[config.mk]
export PLATFORM = sky130hd
export DESIGN_NAME = dqmv_mac
export DESIGN_NICKNAME = d
export VERILOG_FILES = /design/src/hw/rtl/dqmv_pkg.sv /design/src/hw/rtl/dqmv_mac.sv
export SDC_FILE = /design/constraint.sdc
export NUM_CORES = 2
export LEC_CHECK = 0
export ABC_AREA = 1
export BUFFER_PORTS_ARGS = -buffer_cell sky130_fd_sc_hd__buf_2
export CAP_MARGIN = 20
export CELL_PAD_IN_SITES_DETAIL_PLACEMENT = 0
export CELL_PAD_IN_SITES_GLOBAL_PLACEMENT = 1
export CORE_AREA = 2 2 340 342
export DETAILED_ROUTE_END_ITERATION = 10
export DIE_AREA = 0 0 342 344
export HOLD_SLACK_MARGIN = 0.15
export MAX_ROUTING_LAYER = met4
export PLACE_DENSITY = 0.76
export SKIP_CTS_REPAIR_TIMING = 1
export SLEW_MARGIN = 20
export SYNTH_ARGS = -nofsm -noshare
export SYNTH_HDL_FRONTEND = slang
export SYNTH_SLANG_ARGS = --single-unit
[constraint.sdc]
create_clock -name aclk -period 15.6 [get_ports aclk]
set_input_delay 1.56 -clock aclk [delete_from_list [all_inputs] [get_ports aclk]]
set_output_delay 1.56 -clock aclk [all_outputs]
set_load 0.02 [all_outputs]
[src/hw/rtl/dqmv_pkg.sv]
// Shared types, constants and float32 arithmetic helpers for the int8 dequant matvec row block.
// No dependencies; imported by every module of the block.
package dqmv_pkg;

    localparam int MAX_COLUMNS = 2048;
    localparam int COL_W       = $clog2(MAX_COLUMNS);
    localparam int OUTQ_DEPTH  = 8;
    localparam int OUTQ_PTR_W  = $clog2(OUTQ_DEPTH);

    localparam logic [1:0]  REG_COLUMNS   = 2'd0;
    localparam logic [1:0]  REG_ROWS      = 2'd1;
    localparam logic [1:0]  REG_FIRST_ROW = 2'd2;
    localparam logic        REQ_LOAD      = 1'b0;
    localparam logic        REQ_WEIGHT    = 1'b1;
    localparam logic [7:0]  CODE_BIAS     = 8'h80;
    localparam logic [31:0] FP_ZERO       = 32'h0000_0000;
    localparam logic [31:0] FP_QNAN       = 32'h7FC0_0000;

    // front stage -> multiply/accumulate stage
    typedef struct packed {
        logic        vld;
        logic        clr;
        logic        fin;
        logic [7:0]  biased;
        logic [31:0] x;
        logic [31:0] scale;
        logic [31:0] offset;
        logic [15:0] rnum;
        logic        last;
    } dqmv_s1_t;

    // finished row sums -> output stage
    typedef struct packed {
        logic        vld;
        logic [31:0] dot;
        logic [31:0] sum;
        logic [31:0] scale;
        logic [31:0] offset;
        logic [15:0] rnum;
        logic        last;
    } dqmv_end_t;

    function automatic logic [31:0] u8_to_fp(input logic [7:0] u);
        logic [2:0]  msb;
        logic [4:0]  sh;
        logic [22:0] frac;
        msb = '0;
        for (int i = 0; i < 8; i++) begin
            if (u[i]) msb = 3'(i);
        end
        sh   = 5'd23 - {2'b0, msb};
        frac = 23'({15'b0, u} << sh);
        if (u == 8'd0) return FP_ZERO;
        return {1'b0, 8'(8'd127 + {5'b0, msb}), frac};
    endfunction

    function automatic logic [31:0] fp_mul(input logic [31:0] a, input logic [31:0] b);
        logic               sgn;
        logic [7:0]         ea, eb;
        logic [23:0]        ma, mb;
        logic [47:0]        p, pn;
        logic [5:0]         msb;
        logic signed [11:0] e;
        logic [11:0]        sh;
        logic [97:0]        sv;
        logic [23:0]        m;
        logic               g, st, inc;
        logic [30:0]        r;
        logic               a_nan, b_nan, a_inf, b_inf, a_zero, b_zero;
        logic [31:0]        res;
        sgn    = a[31] ^ b[31];
        ea     = a[30:23];
        eb     = b[30:23];
        a_nan  = (ea == 8'hFF) && (a[22:0] != '0);
        b_nan  = (eb == 8'hFF) && (b[22:0] != '0);
        a_inf  = (ea == 8'hFF) && (a[22:0] == '0);
        b_inf  = (eb == 8'hFF) && (b[22:0] == '0);
        a_zero = (a[30:0] == '0);
        b_zero = (b[30:0] == '0);
        ma     = {ea != 8'd0, a[22:0]};
        mb     = {eb != 8'd0, b[22:0]};
        p      = ma * mb;
        msb    = '0;
        for (int i = 0; i < 48; i++) begin
            if (p[i]) msb = 6'(i);
        end
        pn = p << (6'd47 - msb);
        e  = $signed({6'b0, msb}) + $signed({4'b0, (ea == 8'd0) ? 8'd1 : ea})
             + $signed({4'b0, (eb == 8'd0) ? 8'd1 : eb}) - 12'sd173;
        m  = pn[47:24];
        g  = pn[23];
        st = |pn[22:0];
        if (e <= 12'sd0) begin
            // subnormal result: denormalize with sticky
            sh = 12'(12'sd1 - e);
            if (sh > 12'd50) begin
                m  = '0;
                g  = 1'b0;
                st = 1'b1;
            end else begin
                sv = {pn, 50'b0} >> sh;
                m  = sv[97:74];
                g  = sv[73];
                st = |sv[72:0];
            end
            e = '0;
        end
        inc = g & (st | m[0]);
        r   = {e[7:0], m[22:0]} + 31'(inc);
        if (e >= 12'sd255) res = {sgn, 8'hFF, 23'b0};
        else               res = {sgn, r};
        if (a_nan || b_nan || (a_inf && b_zero) || (b_inf && a_zero)) res = FP_QNAN;
        else if (a_inf || b_inf)   res = {sgn, 8'hFF, 23'b0};
        else if (a_zero || b_zero) res = {sgn, 31'b0};
        return res;
    endfunction

    function automatic logic [31:0] fp_add(input logic [31:0] a, input logic [31:0] b);
        logic [31:0] x, y;
        logic [7:0]  exa, eya, d;
        logic [23:0] mx, my;
        logic [49:0] sv;
        logic        st0;
        logic [26:0] ax, ay;
        logic [27:0] s;
        logic [4:0]  msb, lsh;
        logic [26:0] n;
        logic [8:0]  e;
        logic [7:0]  ef;
        logic        g, st, inc;
        logic [30:0] r;
        logic        a_nan, b_nan, a_inf, b_inf;
        logic [31:0] res;
        a_nan = (a[30:23] == 8'hFF) && (a[22:0] != '0);
        b_nan = (b[30:23] == 8'hFF) && (b[22:0] != '0);
        a_inf = (a[30:23] == 8'hFF) && (a[22:0] == '0);
        b_inf = (b[30:23] == 8'hFF) && (b[22:0] == '0);
        if (a[30:0] < b[30:0]) begin
            x = b;
            y = a;
        end else begin
            x = a;
            y = b;
        end
        exa = (x[30:23] == 8'd0) ? 8'd1 : x[30:23];
        eya = (y[30:23] == 8'd0) ? 8'd1 : y[30:23];
        mx  = {x[30:23] != 8'd0, x[22:0]};
        my  = {y[30:23] != 8'd0, y[22:0]};
        d   = exa - eya;
        if (d >= 8'd50) begin
            sv  = '0;
            st0 = |my;
        end else begin
            sv  = {my, 26'b0} >> d;
            st0 = |sv[23:0];
        end
        ay = {sv[49:24], st0};
        ax = {mx, 3'b0};
        if (x[31] == y[31]) s = {1'b0, ax} + {1'b0, ay};
        else                s = {1'b0, ax} - {1'b0, ay};
        msb = '0;
        for (int i = 0; i < 28; i++) begin
            if (s[i]) msb = 5'(i);
        end
        e = {1'b0, exa};
        if (s[27]) begin
            n = {s[27:2], s[1] | s[0]};
            e = e + 9'd1;
        end else if (msb < 5'd26) begin
            // left normalize, stopping at the subnormal boundary
            lsh = 5'd26 - msb;
            if ({4'b0, lsh} >= e) lsh = 5'(e - 9'd1);
            n = s[26:0] << lsh;
            e = e - {4'b0, lsh};
        end else begin
            n = s[26:0];
        end
        ef  = n[26] ? e[7:0] : 8'd0;
        g   = n[2];
        st  = |n[1:0];
        inc = g & (st | n[3]);
        r   = {ef, n[25:3]} + 31'(inc);
        if (e >= 9'd255)   res = {x[31], 8'hFF, 23'b0};
        else if (s == '0)  res = FP_ZERO;
        else               res = {x[31], r};
        if (a_nan || b_nan || (a_inf && b_inf && (a[31] != b[31]))) res = FP_QNAN;
        else if (a_inf)    res = a;
        else if (b_inf)    res = b;
        else if (a[30:0] == '0 && b[30:0] == '0) res = {a[31] & b[31], 31'b0};
        return res;
    endfunction

    function automatic logic [31:0] fp_canon(input logic [31:0] v);
        if (v[30:23] == 8'hFF && v[22:0] != '0) return FP_QNAN;
        return v;
    endfunction

endpackage

[src/hw/rtl/dqmv_mac.sv]
// Product stage and loop-carried dot/sum accumulators.
// Depends on dqmv_pkg; takes dqmv_s1_t, hands finished rows out as dqmv_end_t.
module dqmv_mac import dqmv_pkg::*; (
    input  logic       aclk,
    input  logic       aresetn,
    input  dqmv_s1_t   s1,
    output dqmv_end_t  row_end,
    output logic [1:0] pend
);

    logic        p_vld_reg, p_clr_reg, p_fin_reg, p_last_reg;
    logic [31:0] prod_reg, px_reg, p_scale_reg, p_offset_reg;
    logic [15:0] p_rnum_reg;
    logic [31:0] dot_reg, sum_reg;
    logic [31:0] dot_next, sum_next;
    dqmv_end_t   end_reg;

    always_ff @(posedge aclk) begin
        if (!aresetn) begin
            p_vld_reg <= 1'b0;
            p_clr_reg <= 1'b0;
            p_fin_reg <= 1'b0;
        end else begin
            p_vld_reg <= s1.vld;
            p_clr_reg <= s1.clr;
            p_fin_reg <= s1.fin;
        end
    end

    always_ff @(posedge aclk) begin
        prod_reg     <= fp_mul(u8_to_fp(s1.biased), s1.x);
        px_reg       <= s1.x;
        p_scale_reg  <= s1.scale;
        p_offset_reg <= s1.offset;
        p_rnum_reg   <= s1.rnum;
        p_last_reg   <= s1.last;
    end

    assign dot_next = fp_add(dot_reg, prod_reg);
    assign sum_next = fp_add(sum_reg, px_reg);

    always_ff @(posedge aclk) begin
        if (!aresetn) begin
            dot_reg     <= FP_ZERO;
            sum_reg     <= FP_ZERO;
            end_reg.vld <= 1'b0;
        end else begin
            end_reg.vld    <= p_vld_reg && p_fin_reg;
            end_reg.dot    <= dot_next;
            end_reg.sum    <= sum_next;
            end_reg.scale  <= p_scale_reg;
            end_reg.offset <= p_offset_reg;
            end_reg.rnum   <= p_rnum_reg;
            end_reg.last   <= p_last_reg;
            if (p_clr_reg || (p_vld_reg && p_fin_reg)) begin
                dot_reg <= FP_ZERO;
                sum_reg <= FP_ZERO;
            end else if (p_vld_reg) begin
                dot_reg <= dot_next;
                sum_reg <= sum_next;
            end
        end
    end

    assign row_end = end_reg;
    assign pend    = {1'b0, p_vld_reg && p_fin_reg} + {1'b0, end_reg.vld};

endmodule

==> out/summary.txt <==
final setup fails = 0
Num CTS Buffers = 40
vias post-DR = 50300
gr ovfl total = 0
Final Cycle Share = 0.935
Cell Area, Synth = 46600 um^2
number of global-route vias before repair = 46900
CTS sink cnt = 358
CTS max path bufs = 3
core area = 114000 um^2
Distinct cells, synth = 88
Fmax achieved = 68.5 MHz
commonest non-fill, non-tap cell in the layout = nand2_1
FP Rows = 124
commonest cells after routing, fill and taps aside = 2041 x nand2_1, 961 x inv_1, 907 x nand3_1
hpwl dp = 148000 um
# IOs = 274
max reg flops = 146
layout cells sized above 1 = 0.0998
status = finished, final reports clean
Stages on worst setup path = 92
Main synth FF type = dfxtp_1
Syn Inst Count = 7491
DRC viols = 0
Worst Path Required = 16.02 ns
antenna violations before repair = 2
Global Route Usage Sum = 0.306
Die H = 344 um
Crit path arrival time = 15.02 ns
critical path class = in2reg
Worst slew margin = 0.275
Synth area leader = nand2_1
ANT nets after route = 0
crit start category = primary input
Initial Util = 0.409
delay-heaviest family, CP = adder cells
crit-path max cell delay = 0.52 ns
H-tree Lvls = 2
die area = 118000 um^2
Hold Crit Class = reg2reg
hold_ws = 0.382 ns
Syn Area/Cell = 6.22 um^2
Clock Skew = 0.0258 ns
vias per inst = 5.45
largest net degree at the start of global routing = 88
crit end category = flip-flop
crit path max fanout = 13
EDFF count, synth = 145
R2R cell count = 91
Final Wtd Congestion = 1.01
DRT Pass-1 Iters = 8
Synth Net Count = 8149
max-slew violation count = 0
Routed wire per std cell = 19.5 um
final hold violations = 0
register area share after synthesis = 0.185
area delta synth->final = 10.5%
CTS Root Cell = clkbuf_16
synth warn = 0
Final Net Count = 8342
number of port buffers = 273
drt total wl = 180000 um
first-pass GRT wire length = 275000 um
Synth async-reset ratio = 0
CP Buf/Inv Count = 20
CTS tree = built
CP max-delay cell = fa_1
1st-iter DRT viols = 4583
share of the synthesized area in the top cell type = 0.165
synthesized flop and latch total = 358
max cap viols = 0
Hold Crit Depth = 0
Chip Width = 342 um
Tmin final = 14.59 ns
Synth area leaders = nand2_1 16%, ha_1 10%, nand3_1 9.8%
worst-margin pin slew = 1.09 ns
Clock Latency Late Sink = 0.57 ns
CP most frequent cell = nand2_1
Clock transition at path regs = 0.08 ns
## metal layers
metal	GRT usage	vias up	part of all wire
met4	0.0832	0	0.031
met1	0.416	23400	0.46
li1	-	24900	-
met3	0.0243	278	0.058
met5	-	-	0
met2	0.488	1744	0.45
## cells by family (layout without fill, tap and decap cells)
logic type / after synthesis / count (layout) / share of synthesized area
AO/OA/AOI/OAI: 1076 / 1076 / 0.131
XOR/XNOR: 111 / 111 / 0.0218
adder cells (fa/ha/maj): 532 / 532 / 0.166
buffers and inverters: 1327 / 1548 / 0.112
flip-flops: 358 / 358 / 0.185
multiplexers: 22 / 22 / 0.00473
other: 0 / 2 / 0
AND/OR/NAND/NOR: 4065 / 4067 / 0.379
## cell type report
cell class	count	area, um^2
Fill cell	12500	62400
Multi-Input combinational cell	5808	33000
Sequential cell	358	8620
Inverter	1021	3850
Timing Repair Buffer	454	2780
Tap cell	1512	1890
Clock buffer	49	1070
Clock inverter	23	178
Timing Repair inverter	1	5.00
Antenna cell	2	5.00
## per-stage QoR
step | TNS (ns) | area (um^2) | setup WS (ns) | instances | util
after floorplan | 0 | 46600 | 0.879 | 7491 | -
after global placement | 0 | 49700 | 0.117 | 9131 | 0.436
after detailed placement | -0.0627 | 49700 | -0.0627 | 9131 | 0.436
after CTS | 0 | 50900 | 0.420 | 9203 | 0.447
after global routing | -0.570 | 51400 | -0.183 | 9227 | 0.452
final | 0 | 51400 | 1.01 | 9228 | 0.452
## synthesized netlist by cell type, types with 7 or more instances
library cell  instances
a21o_1               16
o21ai_2              12
nand2_1            2044
nand2_2              23
mux2i_1              22
o21ai_0             430
xor2_1               84
o31ai_1              21
buf_4                17
a22oi_1               8
or2_2                25
o211ai_1             33
nor3_1               60
a221oi_1              7
nor2_4               12
nor2_2               18
o21bai_1             19
inv_2                36
clkinv_1             19
buf_1                25
xnor2_1              21
clkbuf_1            189
buf_2                62
o22ai_1              22
o21ai_1              81
a21oi_1             319
a211oi_1             11
fa_1                143
o21a_1               11
edfxtp_1            145
a21oi_2               9
dfxtp_1             213
inv_1               965
nor4_1               46
nor2_1              706
buf_6                12
a31oi_1              30
nand3_1             909
ha_1                389
nand3b_1             43
nand4_1             126
and2_1                7
nand3_2               9
## worst paths after layout
check        slack [ns]              startpoint                      end
max reg2reg        1.13      px_reg[18]$_DFF_P_    row_end[97]$_DFFE_PP_
min                0.38  p_scale_reg[8]$_DFF_P_    row_end[57]$_DFFE_PP_
max                1.01                 s1[115]  prod_reg[28]$_SDFF_PP1_
min reg2reg        0.38  p_scale_reg[8]$_DFF_P_    row_end[57]$_DFFE_PP_
Power is left out: the tool's default activity adds up to more than one toggle a clock period on the data nets, which glitch-free logic cannot reach.
